## src/design/sctag_pkg.sv

```systemverilog
// ----------------------------------------------------------------------------
// sctag_pkg : sector cache tag engine package
// Item types, command codes, action codes and controller states shared by
// the tag engine.
// ----------------------------------------------------------------------------
package sctag_pkg;

    // Request commands
    localparam logic [1:0] CMD_READ  = 2'd0;
    localparam logic [1:0] CMD_WRITE = 2'd1;
    localparam logic [1:0] CMD_CLEAR = 2'd2;

    // Result actions
    localparam logic [2:0] ACT_BYPASS_BIG  = 3'd0;
    localparam logic [2:0] ACT_BYPASS_END  = 3'd1;
    localparam logic [2:0] ACT_HIT         = 3'd2;
    localparam logic [2:0] ACT_FILL_FREE   = 3'd3;
    localparam logic [2:0] ACT_FILL_RROBIN = 3'd4;
    localparam logic [2:0] ACT_WRITE       = 3'd5;
    localparam logic [2:0] ACT_CLEARED     = 3'd6;

    typedef struct packed {
        logic [1:0]  command;
        logic [31:0] sector;
        logic [15:0] sector_count;
        logic        fill_ok;
    } t_req;

    typedef struct packed {
        logic [2:0]  action;
        logic [1:0]  block_index;
        logic [3:0]  hit_offset;
        logic        fill_committed;
        logic [3:0]  invalidated_mask;
        logic [31:0] hit_total;
        logic [31:0] miss_total;
        logic [31:0] write_total;
    } t_rsp;

    typedef enum logic [1:0] {
        S_IDLE,
        S_SCAN,
        S_LAST,
        S_DONE
    } t_state;

endpackage

```

## src/design/sector_cache_tag_engine.sv

```systemverilog
// ----------------------------------------------------------------------------
// sector_cache_tag_engine : tag and policy engine of a sector cache
// Fully associative block tags held in a synchronous tag memory, scanned one
// entry per cycle; round-robin victim choice, write invalidation, statistics.
// ----------------------------------------------------------------------------
//
//  channel   | direction | handshake                 | payload
//  ----------+-----------+---------------------------+--------------------------
//  request   | in        | i_req_valid / o_req_stall | i_req  (sctag_pkg::t_req)
//  result    | out       | o_rsp_valid / i_rsp_stall | o_rsp  (sctag_pkg::t_rsp)
//  config    | in        | i_cfg_valid / o_cfg_ready | i_cfg_data (disk_sectors)
//
//  A read that bypasses, or a clear, goes from the accept straight to the result.
//  A cached read or a write scans the tag memory first: the tag memory has
//  one read port, so the scan reads one block start per cycle, then waits
//  for the registered read data and commits the result.
//  Reset (synchronous, active low) empties every block through the valid
//  flags at once, zeroes the victim pointer, the counters and disk_sectors.
//  A stalled result waits in the output register; the next item is accepted
//  meanwhile and holds in its commit cycle until the register is free.
//
module sector_cache_tag_engine #(
    parameter int NUM_BLOCKS        = 4,
    parameter int SECTORS_PER_BLOCK = 16
) (
    input  logic              i_clk,
    input  logic              i_rst_n,
    // request channel
    input  logic              i_req_valid,
    output logic              o_req_stall,
    input  sctag_pkg::t_req   i_req,
    // result channel
    output logic              o_rsp_valid,
    input  logic              i_rsp_stall,
    output sctag_pkg::t_rsp   o_rsp,
    // configuration write channel
    input  logic              i_cfg_valid,
    output logic              o_cfg_ready,
    input  logic [31:0]       i_cfg_data
);

    localparam int IW = (NUM_BLOCKS > 1) ? $clog2(NUM_BLOCKS) : 1;
    localparam int CW = $clog2(NUM_BLOCKS + 1);
    localparam logic [32:0] SPB33 = 33'(SECTORS_PER_BLOCK);
    localparam logic [IW-1:0] LAST_IDX = IW'(NUM_BLOCKS - 1);
    localparam logic [CW-1:0] LAST_CNT = CW'(NUM_BLOCKS - 1);

    // ------------------------------------------------------------------
    // Registers
    // ------------------------------------------------------------------
    sctag_pkg::t_state r_state, n_state;
    sctag_pkg::t_req   r_req;
    sctag_pkg::t_rsp   r_rsp, n_rsp;
    logic              r_rsp_valid, n_rsp_valid;

    logic [31:0]           r_disk_sectors;
    logic [NUM_BLOCKS-1:0] r_valid, n_valid;
    logic [IW-1:0]         r_ptr, n_ptr;
    logic [31:0]           r_hits, n_hits;
    logic [31:0]           r_misses, n_misses;
    logic [31:0]           r_writes, n_writes;

    // scan
    logic [CW-1:0]         r_cnt, n_cnt;
    logic                  rd_en;
    logic [IW-1:0]         rd_addr;
    logic [31:0]           r_rd_data;
    logic                  r_rd_live;
    logic [IW-1:0]         r_rd_idx;

    // scan accumulators
    logic                  r_hit_found;
    logic [IW-1:0]         r_hit_idx;
    logic [3:0]            r_hit_off;
    logic                  r_empty_found;
    logic [IW-1:0]         r_empty_idx;
    logic [NUM_BLOCKS-1:0] r_mask;

    // tag memory: start sector of each block; end is start + SECTORS_PER_BLOCK
    logic [31:0]           r_start_mem [NUM_BLOCKS];
    logic                  mem_we;
    logic [IW-1:0]         mem_waddr;

    // ------------------------------------------------------------------
    // Handshakes
    // ------------------------------------------------------------------
    logic req_take;
    logic out_free;

    assign o_req_stall = (r_state != sctag_pkg::S_IDLE);
    assign req_take    = i_req_valid && !o_req_stall;
    assign out_free    = !r_rsp_valid || !i_rsp_stall;
    assign o_rsp_valid = r_rsp_valid;
    assign o_rsp       = r_rsp;
    assign o_cfg_ready = 1'b1;

    // ------------------------------------------------------------------
    // Bypass tests, evaluated on the request in hand
    // ------------------------------------------------------------------
    function automatic logic is_big(input logic [15:0] cnt);
        return 32'(cnt) > 32'(SECTORS_PER_BLOCK);
    endfunction

    function automatic logic is_near_end(input logic [31:0] sec, input logic [31:0] disk);
        return ({1'b0, sec} + SPB33) >= {1'b0, disk};
    endfunction

    // ------------------------------------------------------------------
    // Compare stage: one block start arrives per cycle from the memory
    // ------------------------------------------------------------------
    logic [32:0] cmp_start, cmp_end, cmp_sec, cmp_last;
    logic        cmp_vld, cmp_hit, cmp_ovl;
    logic [31:0] cmp_diff;

    always_comb begin
        cmp_start = {1'b0, r_rd_data};
        cmp_end   = cmp_start + SPB33;
        cmp_sec   = {1'b0, r_req.sector};
        cmp_last  = cmp_sec + 33'(r_req.sector_count);
        cmp_vld   = r_valid[r_rd_idx];
        cmp_hit   = cmp_vld && (cmp_sec >= cmp_start) && (cmp_last <= cmp_end);
        cmp_ovl   = cmp_vld && (cmp_sec < cmp_end) && (cmp_last > cmp_start);
        cmp_diff  = r_req.sector - r_rd_data;
    end

    // ------------------------------------------------------------------
    // Control: next state, commit of the result and of the state updates
    // ------------------------------------------------------------------
    logic [IW-1:0] ptr_inc;
    logic [IW-1:0] res_idx;
    logic [31:0]   res_idx_ext;
    logic [63:0]   mask_ext;

    always_comb begin
        n_state     = r_state;
        n_cnt       = r_cnt;
        n_rsp       = r_rsp;
        n_rsp_valid = r_rsp_valid;
        n_valid     = r_valid;
        n_ptr       = r_ptr;
        n_hits      = r_hits;
        n_misses    = r_misses;
        n_writes    = r_writes;
        rd_en       = 1'b0;
        rd_addr     = r_cnt[IW-1:0];
        mem_we      = 1'b0;
        mem_waddr   = r_empty_idx;
        ptr_inc     = (r_ptr == LAST_IDX) ? '0 : r_ptr + 1'b1;
        res_idx     = '0;
        res_idx_ext = '0;
        mask_ext    = 64'(r_mask);

        // drop the result once taken
        if (r_rsp_valid && !i_rsp_stall) begin
            n_rsp_valid = 1'b0;
        end

        case (r_state)
            sctag_pkg::S_IDLE: begin
                if (req_take) begin
                    n_cnt = '0;
                    case (i_req.command)
                        sctag_pkg::CMD_READ: begin
                            if (is_big(i_req.sector_count) ||
                                is_near_end(i_req.sector, r_disk_sectors)) begin
                                n_state = sctag_pkg::S_DONE;
                            end else begin
                                n_state = sctag_pkg::S_SCAN;
                            end
                        end
                        sctag_pkg::CMD_WRITE: begin
                            n_state = sctag_pkg::S_SCAN;
                        end
                        sctag_pkg::CMD_CLEAR: begin
                            n_state = sctag_pkg::S_DONE;
                        end
                        default: begin
                            n_state = sctag_pkg::S_IDLE;
                        end
                    endcase
                end
            end
            sctag_pkg::S_SCAN: begin
                rd_en = 1'b1;
                n_cnt = r_cnt + 1'b1;
                if (r_cnt == LAST_CNT) begin
                    n_state = sctag_pkg::S_LAST;
                end
            end
            sctag_pkg::S_LAST: begin
                // last block start is compared in this cycle
                n_state = sctag_pkg::S_DONE;
            end
            sctag_pkg::S_DONE: begin
                if (out_free) begin
                    n_state                = sctag_pkg::S_IDLE;
                    n_rsp_valid            = 1'b1;
                    n_rsp.action           = sctag_pkg::ACT_CLEARED;
                    n_rsp.hit_offset       = '0;
                    n_rsp.fill_committed   = 1'b0;
                    n_rsp.invalidated_mask = '0;
                    case (r_req.command)
                        sctag_pkg::CMD_CLEAR: begin
                            n_valid  = '0;
                            n_ptr    = '0;
                            n_hits   = '0;
                            n_misses = '0;
                            n_writes = '0;
                        end
                        sctag_pkg::CMD_WRITE: begin
                            n_writes               = r_writes + 1'b1;
                            n_valid                = r_valid & ~r_mask;
                            n_rsp.action           = sctag_pkg::ACT_WRITE;
                            n_rsp.invalidated_mask = mask_ext[3:0];
                        end
                        default: begin
                            if (is_big(r_req.sector_count)) begin
                                n_rsp.action = sctag_pkg::ACT_BYPASS_BIG;
                            end else if (is_near_end(r_req.sector, r_disk_sectors)) begin
                                n_rsp.action = sctag_pkg::ACT_BYPASS_END;
                            end else if (r_hit_found) begin
                                n_hits           = r_hits + 1'b1;
                                n_rsp.action     = sctag_pkg::ACT_HIT;
                                n_rsp.hit_offset = r_hit_off;
                                res_idx          = r_hit_idx;
                            end else begin
                                n_misses             = r_misses + 1'b1;
                                n_rsp.fill_committed = r_req.fill_ok;
                                if (r_empty_found) begin
                                    n_rsp.action = sctag_pkg::ACT_FILL_FREE;
                                    res_idx      = r_empty_idx;
                                end else begin
                                    n_rsp.action = sctag_pkg::ACT_FILL_RROBIN;
                                    n_ptr        = ptr_inc;
                                    res_idx      = ptr_inc;
                                end
                                // commit the fill only on a good device read
                                if (r_req.fill_ok) begin
                                    mem_we           = 1'b1;
                                    mem_waddr        = res_idx;
                                    n_valid[res_idx] = 1'b1;
                                end
                            end
                        end
                    endcase
                    n_rsp.hit_total   = n_hits;
                    n_rsp.miss_total  = n_misses;
                    n_rsp.write_total = n_writes;
                    res_idx_ext       = 32'(res_idx);
                    n_rsp.block_index = res_idx_ext[1:0];
                end
            end
            default: begin
                n_state = sctag_pkg::S_IDLE;
            end
        endcase
    end

    // ------------------------------------------------------------------
    // Control registers
    // ------------------------------------------------------------------
    always_ff @(posedge i_clk) begin
        if (!i_rst_n) begin
            r_state        <= sctag_pkg::S_IDLE;
            r_rsp_valid    <= 1'b0;
            r_valid        <= '0;
            r_ptr          <= '0;
            r_hits         <= '0;
            r_misses       <= '0;
            r_writes       <= '0;
            r_cnt          <= '0;
            r_rd_live      <= 1'b0;
            r_disk_sectors <= '0;
        end else begin
            r_state     <= n_state;
            r_rsp_valid <= n_rsp_valid;
            r_valid     <= n_valid;
            r_ptr       <= n_ptr;
            r_hits      <= n_hits;
            r_misses    <= n_misses;
            r_writes    <= n_writes;
            r_cnt       <= n_cnt;
            r_rd_live   <= rd_en;
            if (i_cfg_valid && o_cfg_ready) begin
                r_disk_sectors <= i_cfg_data;
            end
        end
    end

    // ------------------------------------------------------------------
    // Payload registers: request, result, scan accumulators
    // ------------------------------------------------------------------
    always_ff @(posedge i_clk) begin
        r_rsp    <= n_rsp;
        r_rd_idx <= rd_addr;
        if (req_take) begin
            r_req         <= i_req;
            r_hit_found   <= 1'b0;
            r_empty_found <= 1'b0;
            r_mask        <= '0;
        end else if (r_rd_live) begin
            // keep the first covering block and the first empty one
            if (cmp_hit && !r_hit_found) begin
                r_hit_found <= 1'b1;
                r_hit_idx   <= r_rd_idx;
                r_hit_off   <= cmp_diff[3:0];
            end
            if (!cmp_vld && !r_empty_found) begin
                r_empty_found <= 1'b1;
                r_empty_idx   <= r_rd_idx;
            end
            if (cmp_ovl) begin
                r_mask[r_rd_idx] <= 1'b1;
            end
        end
    end

    // ------------------------------------------------------------------
    // Tag memory: one write port, one registered read port
    // ------------------------------------------------------------------
    always_ff @(posedge i_clk) begin
        if (mem_we) begin
            r_start_mem[mem_waddr] <= r_req.sector;
        end
        if (rd_en) begin
            r_rd_data <= r_start_mem[rd_addr];
        end
    end

endmodule
```

## config.mk

```make
export PLATFORM = sky130hd
export DESIGN_NAME = sector_cache_tag_engine
export DESIGN_NICKNAME = d
export VERILOG_FILES = /design/src/design/sctag_pkg.sv /design/src/design/sector_cache_tag_engine.sv
export SDC_FILE = /design/constraint.sdc
export NUM_CORES = 1
export LEC_CHECK = 0
export ABC_AREA = 1
export BUFFER_PORTS_ARGS = -buffer_cell sky130_fd_sc_hd__buf_2
export CORE_MARGIN = 3
export CORE_UTILIZATION = 44
export DETAILED_ROUTE_END_ITERATION = 16
export SLEW_MARGIN = 20
export SYNTH_ARGS = -nofsm -noshare
export SYNTH_HDL_FRONTEND = slang
export SYNTH_SLANG_ARGS = --single-unit
```

## constraint.sdc

```tcl
create_clock -name i_clk -period 5.2 [get_ports i_clk]
set_clock_uncertainty 0.05 [all_clocks]
set_input_delay 1.04 -clock i_clk [delete_from_list [all_inputs] [get_ports i_clk]]
set_output_delay 1.04 -clock i_clk [all_outputs]
set_load 0.02 [all_outputs]
```

== Word level (Yosys, flattened, before mapping) ==
Memory sizes are Yosys's and may differ from the RTL's. A register that Yosys moved wholly into a read port is not among the register bits.
Index checks and enable logic that the tools add are counted.
Cells by class
  reduce and logical (&&, ||, !) cells: 37
  $add $sub $neg: 10
  equality and inequality tests: 19
  $lt $le $gt $ge: 12
  muxes and demuxes: 67
  bitwise operators: 7
Operators by type and width (count)
  two-way mux 32 bit: 6
  case mux 32 bit (2 select lines): 3
  adder 32 x 5 -> 33 bit, second input constant: 3
  adder 32 x 1 -> 32 bit, second input constant: 3
  greater-or-equal comparator 33 x 32 -> 1 bit: 2
  two-way mux 2 bit: 24
  adder 32 x 16 -> 33 bit: 1
  > comparator 33 x 32 -> 1 bit: 1
  <= comparator 33 bit: 1
  less-than comparator 32 x 33 -> 1 bit: 1
  greater-or-equal comparator 32 bit: 1
  > comparator 16 x 5 -> 1 bit, second input constant: 2
  two-way mux 1 bit: 16
  two-way mux 4 bit: 4
  two-way mux 3 bit: 5
  case mux 3 bit (2 select lines): 2
  == test 2 bit, second input constant: 5
  logical AND 1 bit: 10
  AND reduction 2 bit: 5
  OR reduction 5 bit: 2
  != test 3 x 1 -> 1 bit, second input constant: 3
  AND reduction 3 bit: 3
  != test 2 x 1 -> 1 bit, second input constant: 4
  bitwise OR 4 bit: 2
  other kinds (26): 43
Storage, ports and cells
  memories: 1
  input port bits: 88
  bits in registers: 318
  memory bits (writable): 128
  output and inout bits: 113
Memory list
  r_start_mem: words 4, bits a word 32, read ports 1, clocked after memory_dff 1, write ports 1, line sector_cache_tag_engine.sv:80  | logic [31:0] r_start_mem [NUM_BLOCKS];

== Depth between registers and ports, before layout ==
Gate-level depths: netlist of the first run.
  word-level depth: 19
  gate-level depth with buffers: 29

== Least setup slack after synthesis of the first run ==
Ideal clock, no wire load.
  path type: input -> register
  start point: input i_rsp_stall
  end point: register r_rsp (netlist bit o_rsp[0]) (enable)
  slack: -268 ps
  setup time: 517 ps
  stages on the path: 5
  arrival: 4901 ps
  path through: nand2_1 -> inv_1 -> nor2_1 -> clkbuf_1 -> clkbuf_1
On the way
  longest elaborated chain between the ends: 3
RTL lines
  start, declared: line sector_cache_tag_engine.sv:34  | input logic i_rsp_stall,
  zero test 1 bit: line sector_cache_tag_engine.sv:92  | assign out_free = !r_rsp_valid || !i_rsp_stall;
  logical OR 1 bit: line sector_cache_tag_engine.sv:92
  AND reduction 2 bit (no source line)
  end signal, assigned: line sector_cache_tag_engine.sv:294  | r_rsp <= n_rsp;
  end, declared: line sector_cache_tag_engine.sv:53  | sctag_pkg::t_rsp r_rsp, n_rsp;
No other way between the ends.
A chain may end at the register's enable or synchronous reset.

== Worst setup path in the final report of the first run ==
  start point: register r_req (netlist bit cmp_sec[5])
  end point: memory r_start_mem[0][12] (enable)
On the way
  longest elaborated chain between the ends: 9
RTL lines
  start, declared: line sector_cache_tag_engine.sv:52  | sctag_pkg::t_req r_req;
  start signal, assigned: line sector_cache_tag_engine.sv:297  | r_req <= i_req;
  adder 32 x 5 -> 33 bit (*): line sector_cache_tag_engine.sv:105  | return ({1'b0, sec} + SPB33) >= {1'b0, disk};
  greater-or-equal comparator 33 x 32 -> 1 bit (*): line sector_cache_tag_engine.sv:105
  two-way mux 1 bit: line sector_cache_tag_engine.sv:219  | end else if (is_near_end(r_req.sector, r_disk_sectors)) begin
  two-way mux 1 bit: line sector_cache_tag_engine.sv:217  | if (is_big(r_req.sector_count)) begin
  two-way mux 1 bit: line sector_cache_tag_engine.sv:202  | case (r_req.command)
  two-way mux 1 bit: line sector_cache_tag_engine.sv:195  | if (out_free) begin
  two-way mux 1 bit: line sector_cache_tag_engine.sv:158  | case (r_state)
  two-way mux 1 bit: line sector_cache_tag_engine.sv:322  | if (mem_we) begin
  two-way mux 1 bit (implied by the code): line sector_cache_tag_engine.sv:323  | r_start_mem[mem_waddr] <= r_req.sector;
  end, declared: line sector_cache_tag_engine.sv:80
Mark *: on every way between the ends. The rest lies on a longest branch, timed or not.

==> results.toml, run 1 <==
[cts]
worstSkewPairLatency_ns = 0.61
holdBufCountCts = 0
clk_pin_slew_ns = 0.06
cts.path.max_buffers = 3
htreeDepth = 2
cts_tree = "built"
cts_setup_buffers = 0
ctsRootBufferMaster = "clkbuf_16"
numCtsBuffers = 52
clkSinkCount = 478
cts_resized = 0

[synthesis]
syn_area_per_cell_um2 = 8.71
synth_cells = 3144
yosysWarnings = 0
yosysUniqueCellTypes = 67
yosys_most_used_dff = "edfxtp_1"
synth_edf_count = 329
synth.yosys.seq_area_share_pct = 47.0
mappedNetlistArea_um2 = 27400
async_reset_ff_share_pct = 0
syn-num-nets = 3450
synth-seq-cells = 478

[grt]
grt_pass1_vias = 21859
grt_util_all_layers_pct = 23.3
antenna_found_initial = 3
overflow = 0
grt_max_degree = 199
grt_pass1_wl_mm = 121

[layout]
drive_above_1_share_pct = 13.3
final_cell_mix = "nand2_1 (507), inv_1 (445), edfxtp_1 (329), nor2_1 (279), a21oi_1 (250)"
final_util_pct = 51.3
final_nets = 3664
area_delta_synth_final_pct = 14.1
instances_no_fill = 4231
layout_commonest_cell = "nand2_1"

[timing]
drv_slew = 0
slew_headroom_pct = 29.3
layout_min_cycle_time_ns = 4.74
post-route-period-util_pct = 91.2
hold_viol = 0
fmax_ghz = 0.211
rsz0062_at_grt = "false"
whs_ns = 0.416
finalSetupViolCount = 0
worst_slew_pin_slew_ns = 1.05

[outcome]
outcome = "complete, no violations"

[power_and_ir_drop]
ir_drop_mv = 0.301
combPwrFrac_pct = 33.1
cellLeakagePower_nw = 13.1
switching_share_pct = 37.4
p_per_area_nw_per_um2 = 429
internal-power_mw = 8.39
p_switching_mw = 5.01
clkPwrFrac_pct = 28.5
total_power_mw = 13.4
p_seq_share_pct = 38.4

[critical_path]
cp_slowest_stage_delay_ns = 0.71
cp-end-kind = "flip-flop"
path_cells = "ha_1, nand2_2, nor3_1, nand2_1, inv_1, nand3_1, nor2_1, xor2_1, ha_1, a21oi_1, o21ai_0, a21boi_0, nand2_1, nand2_1, nand3_4, nor2_8, inv_2, o21ai_0, nand2_1, nor2_2, buf_12"
crit_fanout = 32
cp_common_cell = "nand2_1"
worstPathRequired_ns = 5.43
startpoint_type = "flip-flop"
crit_slowest_cell = "edfxtp_1"
crit_type = "reg2reg"
arrival_ns = 4.97

[detailed_routing]
post_drt_wl_per_cell_um = 18.4
first_pass_iters = 6
dr.first_iter.drc_count = 1919
avgViaCountPerCell = 5.39
postRouteAntennaNets = 0
drt_drc_violations_left = 0
finalWirelength_mm = 78.0
vias = 22811

[die]
die_h_um = 255
start_util_pct = 44.9
die_x_um = 255
rows = 90
core_um2 = 60900
io_pins = 201
die_area_um2 = 65200

[place]
place_hpwl_mm = 57.5
dpl.cell_count = 4132
place_congestion = 0.918
portBuffers = 199

[min_path]
hold_path_class = "reg2reg"

[job]
drv_cap = 0
[sequential cells by signal, indices dropped and copies added (netlist names), 3 cells and up]
name,cells
r_start_mem,128
r_hits,32
r_mask,4
r_misses,32
r_cnt,3
r_rd_data,32
r_req,19
r_writes,32
r_disk_sectors,32
r_hit_off,4
o_rsp,110
cmp_sec,32
r_valid,4
[layout make-up]
type	instances	area, um^2
Antenna cell	1	2.50
Clock buffer	65	1370
Clock inverter	33	380
Fill cell	5652	29700
Inverter	461	1740
Multi-Input combinational cell	2119	12400
Sequential cell	478	12900
Tap cell	828	1040
Timing Repair Buffer	246	1410
[logic make-up (layout without fill, tap and decap cells)]
family | Yosys count | in the layout | share of synthesized area, %
buffers and inverters | 547 | 805 | 7.70
other | 1 | 2 | 0.0137
flip-flops | 478 | 478 | 47.0
AND/OR/NAND/NOR | 1222 | 1222 | 20.6
AO/OA/AOI/OAI | 581 | 581 | 11.6
adder cells (fa/ha/maj) | 218 | 218 | 10.0
XOR/XNOR | 97 | 97 | 3.10
[power groups by stage]
stage | sequential (mW) | clock (mW) | combinational, mW
final | 5.15 | 3.82 | 4.44
after global routing | 5.19 | 4.04 | 5.03
after CTS | 5.14 | 3.89 | 4.42
after detailed placement | 5.21 | 0 | 4.39
after global placement | 5.20 | 0 | 4.28
after floorplan | 5.20 | 0 | 2.94
[per-layer routing]
layer / share of wire (%) / GRT usage [%]
met1: 44 / 30.9
met3: 7.9 / 5.27
met2: 46 / 37.9
met5: 0.010 / 0
met4: 3.0 / 7.50
[final timing paths]
kind / start / depth (start not counted) / slack (ns) / to
setup / recovery: cmp_sec[5]$_DFFE_PP_ / 21 / 0.46 / r_start_mem[0][12]$_DFFE_PP_
hold / removal: r_cnt[2]$_SDFFE_PN0P_ / 2 / 0.42 / r_cnt[2]$_SDFFE_PN0P_
setup reg to reg: cmp_sec[5]$_DFFE_PP_ / 21 / 0.46 / r_start_mem[0][12]$_DFFE_PP_
hold reg to reg: r_cnt[2]$_SDFFE_PN0P_ / 2 / 0.42 / r_cnt[2]$_SDFFE_PN0P_
[Yosys cell counts, types with 8 or more instances]
library cell,count,area share [%]
dfxtp_1,149,11
nand2_1,507,7.0
a21oi_1,250,4.6
nand3_2,17,0.62
ha_1,216,9.9
nor2_2,18,0.41
nand3_1,190,3.5
o211ai_1,10,0.27
a211oi_1,13,0.36
o21ai_0,190,3.5
xor2_1,74,2.4
nor2_1,285,3.9
inv_2,9,0.12
xnor2_1,23,0.74
inv_1,448,6.1
nand4_1,47,1.1
nor2_4,11,0.45
nor3_2,11,0.40
o21bai_1,11,0.30
o21ai_2,8,0.26
edfxtp_1,329,36
o22ai_1,33,0.75
buf_2,9,0.16
nor3_1,68,1.2
o21ai_1,32,0.58
nand2_2,12,0.27
clkbuf_1,66,0.90
nor4_1,23,0.53
[stage by stage]
step / instance area (um^2) / TNS, ns / worst slack [ns]
after floorplan: 27400 / 0 / 0.253
after global placement: 29500 / -0.151 / -0.151
after detailed placement: 29500 / -0.150 / -0.150
after CTS: 31200 / 0 / 0.490
after global routing: 31200 / 0 / 0.0799
final: 31200 / 0 / 0.460
[critical path: cells and delay by family, from the launching register on]
kind            cells  cell delay, ns
flops               1            0.71
compound gates      4            0.50
xor+xnor            1            0.19
simple gates       11            1.89
buf+inv             3            0.46
fa+ha+maj           2            0.58
(Power assumes the default switching activity.)
==> inputs of run 2 (changes only) <==
ABC_AREA = not set   (was 1)
CORE_MARGIN = not set   (was 3)
PLACE_DENSITY = 0.7   (was not set)
==> run 2 against run 1 <==
Net effect:
- clock power fell by 2%
- hold slack got worse by 0.0034 ns
- area after synthesis is 4.1% lower
- setup slack got worse by 0.34 ns
- sequential share of layout area up 1.1 points
- count of clock-buffer cells in the layout is 4 lower
- synthesized cell count down 21%
- non-clock buffer count up 37
- critical path type unchanged
- highest routed layer unchanged
==> results.toml, run 2 <==
[timing]
fmax_ghz = 0.197
worst_slew_pin_slew_ns = 1.07
finalSetupViolCount = 0
post-route-period-util_pct = 97.6
layout_min_cycle_time_ns = 5.08
slew_headroom_pct = 28.2
drv_slew = 0
hold_viol = 0
whs_ns = 0.412

[power_and_ir_drop]
total_power_mw = 12.4
p_per_area_nw_per_um2 = 408
ir_drop_mv = 0.321
cellLeakagePower_nw = 11.3

[detailed_routing]
vias = 20837
first_pass_iters = 5
postRouteAntennaNets = 0
finalWirelength_mm = 73.4
post_drt_wl_per_cell_um = 20.7
drt_drc_violations_left = 0
avgViaCountPerCell = 5.87
dr.first_iter.drc_count = 1619

[critical_path]
worstPathRequired_ns = 5.49
path_cells = "ha_2, inv_1, fa_2, nor2b_2, o31a_1, nor4b_1, buf_4, o21ba_4, o31ai_2, a21o_1, nand4_1, xnor2_2, ha_1, nand4_1, or2_4, nand3b_1, or4_4, mux2i_1, a21oi_1, a211oi_2, and2_4, buf_4"
crit_fanout = 5
crit_type = "reg2reg"
cp-end-kind = "flip-flop"
cp_slowest_stage_delay_ns = 0.50
crit_slowest_cell = "or4_4"
startpoint_type = "flip-flop"
arrival_ns = 5.37

[synthesis]
yosysWarnings = 0
synthAdderAreaFrac_pct = 10.4
synth_top_cell_by_area = "edfxtp_1"
synth_edf_count = 329
synth_top_cell_area_share_pct = 37.6
synth_cells = 2496
synth.most_common_cell = "edfxtp_1"
synth_top_family_by_area = "simple AND/OR/NAND/NOR gates"
yosys_most_used_dff = "edfxtp_1"
mappedNetlistArea_um2 = 26300
synth.yosys.seq_area_share_pct = 49.0
synth_xor_area_share_pct = 4.37
syn-num-nets = 2802
synthSimpleGateAreaFrac_pct = 16.6
syn_area_per_cell_um2 = 10.5
yosysUniqueCellTypes = 78
synth_compound_area_share_pct = 12.1
synthMuxAreaShare_pct = 4.32
synth-seq-cells = 478
synthTopCellsByArea = "edfxtp_1 (38%), dfxtp_1 (11%), ha_1 (10%)"
synthTopCellsByCount = "edfxtp_1 (329), nand2_1 (234), ha_1 (216)"
async_reset_ff_share_pct = 0

[layout]
largest_register_ffs = 128
final_cell_mix = "edfxtp_1 (329), nand2_1 (233), ha_1 (215), buf_2 (199), nor2_1 (175)"
area_delta_synth_final_pct = 15.8
largest-register = "r_start_mem"
final_nets = 3035
drive_above_1_share_pct = 16.0
layout_commonest_cell = "edfxtp_1"
final_util_pct = 51.5

[die]
die_area_um2 = 60600
rows = 89
io_pins = 201
core_um2 = 59000
die_h_um = 246
start_util_pct = 44.5
die_x_um = 246

[cts]
clkSinkCount = 478
ctsRootBufferMaster = "clkbuf_16"
htreeDepth = 2
numCtsBuffers = 52
worstSkewPairLatency_ns = 0.64
cts_tree = "built"
clk_pin_slew_ns = 0.06
cts.path.max_buffers = 3
holdBufCountCts = 0

[outcome]
outcome = "complete, no violations"

[place]
portBuffers = 199
place_hpwl_mm = 53.6
place_congestion = 0.948

[job]
drv_cap = 0

[grt]
antenna_found_initial = 2
grt_pass1_vias = 20246
grt_pass1_wl_mm = 113
grt_util_all_layers_pct = 23.9
overflow = 0
grt_max_degree = 93

[min_path]
hold_path_class = "reg2reg"
## run 2: changes by cell type in the layout (fill, tap and decap cells not counted), sizes merged, moves of 38 or more
cell,before,now
nand2,521,235
mux2i,0,38
nand3,209,107
nor2,316,176
inv,461,122
and3,2,44
a21oi,251,159
o21ai,230,138
xnor2,23,91
## run 2: metal layers
layer	track usage, %	vias up	share of wire, %	wire length, um
li1	-	9836	-	-
met1	32.0	10007	42	30900
met2	39.7	855	47	34700
met3	3.34	137	7.8	5710
met4	7.81	2	2.8	2040
met5	0	-	0.019	14
## run 2: what timing repair did
action | in CTS | in global routing
pin swaps | 1 | 13
setup endpoints to repair | 6 | 10
setup buffers | 2 | 7
endpoints found under the hold margin | 0 | 0
gates resized for setup | 1 | 14
## run 2: final timing paths
| check | startpoint | endpoint | slack [ns] | depth (start not counted) |
|---|---|---|---|---|
| max | cmp_sec[0]$_DFFE_PP_ | r_hit_idx[0]$_DFFE_PP_ | 0.12 | 22 |
| min | r_writes[9]$_SDFFE_PN0P_ | r_writes[9]$_SDFFE_PN0P_ | 0.41 | 2 |
| max reg2reg | cmp_sec[0]$_DFFE_PP_ | r_hit_idx[0]$_DFFE_PP_ | 0.12 | 22 |
| min reg2reg | r_writes[9]$_SDFFE_PN0P_ | r_writes[9]$_SDFFE_PN0P_ | 0.41 | 2 |
## run 2: power by group
part | switching [mW] | internal (mW)
Combinational | 2.44 | 1.45
Clock | 1.61 | 2.12
Sequential | 0.292 | 4.50
## run 2: layout make-up
cell class                      instances  area (um^2)
Antenna cell                            3         7.51
Clock inverter                         37          388
Multi-Input combinational cell       1795        12700
Inverter                              119          454
Fill cell                            5224        28600
Clock buffer                           61         1350
Sequential cell                       478        12900
Tap cell                              773          967
Timing Repair Buffer                  283         1680
## run 2: through the flow
stage	setup WS (ns)	instance area [um^2]	TNS, ns	instances
global placement	-0.0828	28500	-0.418	3439
detailed placement	-0.207	28500	-1.16	3439
finish	0.122	30400	0	3549
global route	-0.0325	30400	-0.102	3546
CTS	0.0453	30300	0	3539
floorplan	0.0388	26300	0	2496
## run 2: critical path: cells and delay by family, from the launching register on
family / cells / cell delay, ns
adders and majority gates: 3 / 0.90
DFF: 1 / 0.36
and+or+nand+nor: 8 / 1.62
muxes: 1 / 0.15
AOI/OAI and AO/OA: 6 / 1.21
xor gates and xnor gates: 1 / 0.22
buffers and inverters: 3 / 0.31
## run 2: logic make-up (layout without fill, tap and decap cells)
group           Yosys count  in the layout
mux                      72             72
fa+ha+maj               218            218
xor+xnor                131            131
other cells               1              4
simple gates            858            858
flops                   478            478
compound gates          515            515
buf+inv                 223            500
==> inputs of run 3 (changes only) <==
SETUP_SLACK_MARGIN = 0.4   (was not set)
==> run 3 against run 2 <==
Net effect:
- maximum frequency grew 6.1%
- critical path type unchanged
- setup slack gained 0.29 ns
- final area grew 1.5%
- flip-flop and latch count is the same
- highest routed layer unchanged
- non-clock buffer count grew 17
- largest power group unchanged
==> results.toml, run 3 (synthesis results as in run 2) <==
[outcome]
outcome = "complete, no violations"

[detailed_routing]
drt_drc_violations_left = 0
postRouteAntennaNets = 0
post_drt_wl_per_cell_um = 21.5
vias = 21225
avgViaCountPerCell = 5.95
finalWirelength_mm = 76.8
dr.first_iter.drc_count = 1778
first_pass_iters = 5

[cts]
cts.path.max_buffers = 3
ctsRootBufferMaster = "clkbuf_16"
worstSkewPairLatency_ns = 0.61
clk_pin_slew_ns = 0.06
cts_tree = "built"
holdBufCountCts = 0
numCtsBuffers = 54
htreeDepth = 2
clkSinkCount = 478

[grt]
grt_max_degree = 102
antenna_found_initial = 3
grt_pass1_vias = 20419
grt_util_all_layers_pct = 24.9
grt_pass1_wl_mm = 117
overflow = 0

[critical_path]
cp-end-kind = "flip-flop"
crit_start = "cmp_sec[1]$_DFFE_PP_"
r2r-end = "r_hit_off[1]$_DFFE_PP_"
r2r_slack_ns = 0.41
startpoint_type = "flip-flop"
rr_startpoint = "cmp_sec[1]$_DFFE_PP_"
crit_slowest_cell = "or4_4"
path_cells = "buf_4, inv_2, fa_2, nor2b_2, o31a_1, nor4b_2, o21ba_2, o31ai_4, a21o_4, and3_4, xor2_2, ha_1, nand4_1, or2_4, nand3b_1, or4_4, mux2i_1, a21oi_1, a211oi_2, and2_4"
worstPathRequired_ns = 5.46
arrival_ns = 5.04
crit_type = "reg2reg"
ff2ff_path_depth = 20
cp_slowest_stage_delay_ns = 0.49
crit_path_end = "r_hit_off[1]$_DFFE_PP_"
crit_fanout = 6

[power_and_ir_drop]
ir_drop_mv = 0.305
cellLeakagePower_nw = 11.4
p_per_area_nw_per_um2 = 410

[die]
start_util_pct = 44.5
io_pins = 201
die_h_um = 246
rows = 89
die_x_um = 246
core_um2 = 59000
die_area_um2 = 60600

[timing]
tns_ns = 0
post-route-period-util_pct = 92.0
fmax_ghz = 0.209
hold_viol = 0
layout_min_cycle_time_ns = 4.79
drv_slew = 0
worst_slew_pin_slew_ns = 1.09
rsz0062_at_grt = "true"
slew_headroom_pct = 27.3
finalSetupViolCount = 0
fin_ws_ns = 0.415

[layout]
area_delta_synth_final_pct = 17.6
layout_commonest_cell = "edfxtp_1"
largest-register = "r_start_mem"
final_nets = 3054
fillers = 5141
drive_above_1_share_pct = 17.4
final_cell_mix = "edfxtp_1 (329), nand2_1 (231), ha_1 (210), buf_2 (199), nor2_1 (175)"
design_area_um2 = 30900
largest_register_ffs = 128

[place]
place_hpwl_mm = 55.3
place_congestion = 0.960
placedInstanceArea_um2 = 28600
dp_slack_ns = -0.00897
portBuffers = 199

[job]
drv_cap = 0

[min_path]
hold_depth = 2
hold_path_class = "reg2reg"
-- run 3: routing by layer --
layer	GRT usage [%]	share of wire, %	vias to the layer above
li1	-	-	9905
met1	33.0	43	10289
met2	41.1	47	860
met3	3.80	7.2	165
met4	8.82	3.3	6
met5	0	0.048	-
-- run 3: worst min-delay path by stage --
stage	endpoint	startpoint	slack, ns
after floorplan	r_rd_idx[1]$_DFF_P_	r_cnt[1]$_SDFFE_PN0P_	0.30
after global placement	r_writes[9]$_SDFFE_PN0P_	r_writes[9]$_SDFFE_PN0P_	0.40
after detailed placement	r_writes[9]$_SDFFE_PN0P_	r_writes[9]$_SDFFE_PN0P_	0.41
after CTS	r_writes[9]$_SDFFE_PN0P_	r_writes[9]$_SDFFE_PN0P_	0.42
after global routing	r_writes[9]$_SDFFE_PN0P_	r_writes[9]$_SDFFE_PN0P_	0.45
final	r_writes[9]$_SDFFE_PN0P_	r_writes[9]$_SDFFE_PN0P_	0.42
-- run 3: critical path, delay by kind of cell, from the launching register on --
family                   cells  cell delay [ns]
multiplexers                 1             0.14
flip-flops                   1             0.44
buffers and inverters        2             0.23
XOR/XNOR                     1             0.14
adder cells (fa/ha/maj)      2             0.52
AO/OA/AOI/OAI                6             1.16
AND/OR/NAND/NOR              8             1.82
-- run 3: metrics by stage --
stage                     cells  hold slack [ns]  total power, mW  utilization, %
after floorplan            2496            0.303             7.37               -
after global placement     3437            0.400             8.58            48.5
after global routing       3565            0.452             13.3            52.3
final                      3568            0.423             12.7            52.3
after detailed placement   3437            0.411             8.72            48.5
after CTS                  3546            0.419             12.5            51.7
-- run 3: cell type report --
| class | count | area (um^2) | area share (%) |
|---|---|---|---|
| inverters | 119 | 454 | 1.47 |
| clock inverters | 17 | 174 | 0.563 |
| diodes | 3 | 7.51 | 0.0243 |
| multi-input cells | 1795 | 12900 | 41.8 |
| flip-flops and latches | 478 | 12900 | 41.7 |
| well taps | 773 | 967 | 3.13 |
| clock buffers | 83 | 1570 | 5.09 |
| repair buffers | 300 | 1910 | 6.20 |
-- run 3: what timing repair did --
action	CTS	global route
gates cloned	2	1
pin swaps	13	23
gates resized for setup	12	43
buffers inserted	7	18
endpoints found under the setup margin	123	216
endpoints found under the hold margin	0	0
-- run 3: power by group --
part | internal, mW | switching, mW | leakage, nW
logic | 1.54 | 2.60 | 6.33
clock network | 2.19 | 1.56 | 0.849
registers | 4.50 | 0.276 | 4.26
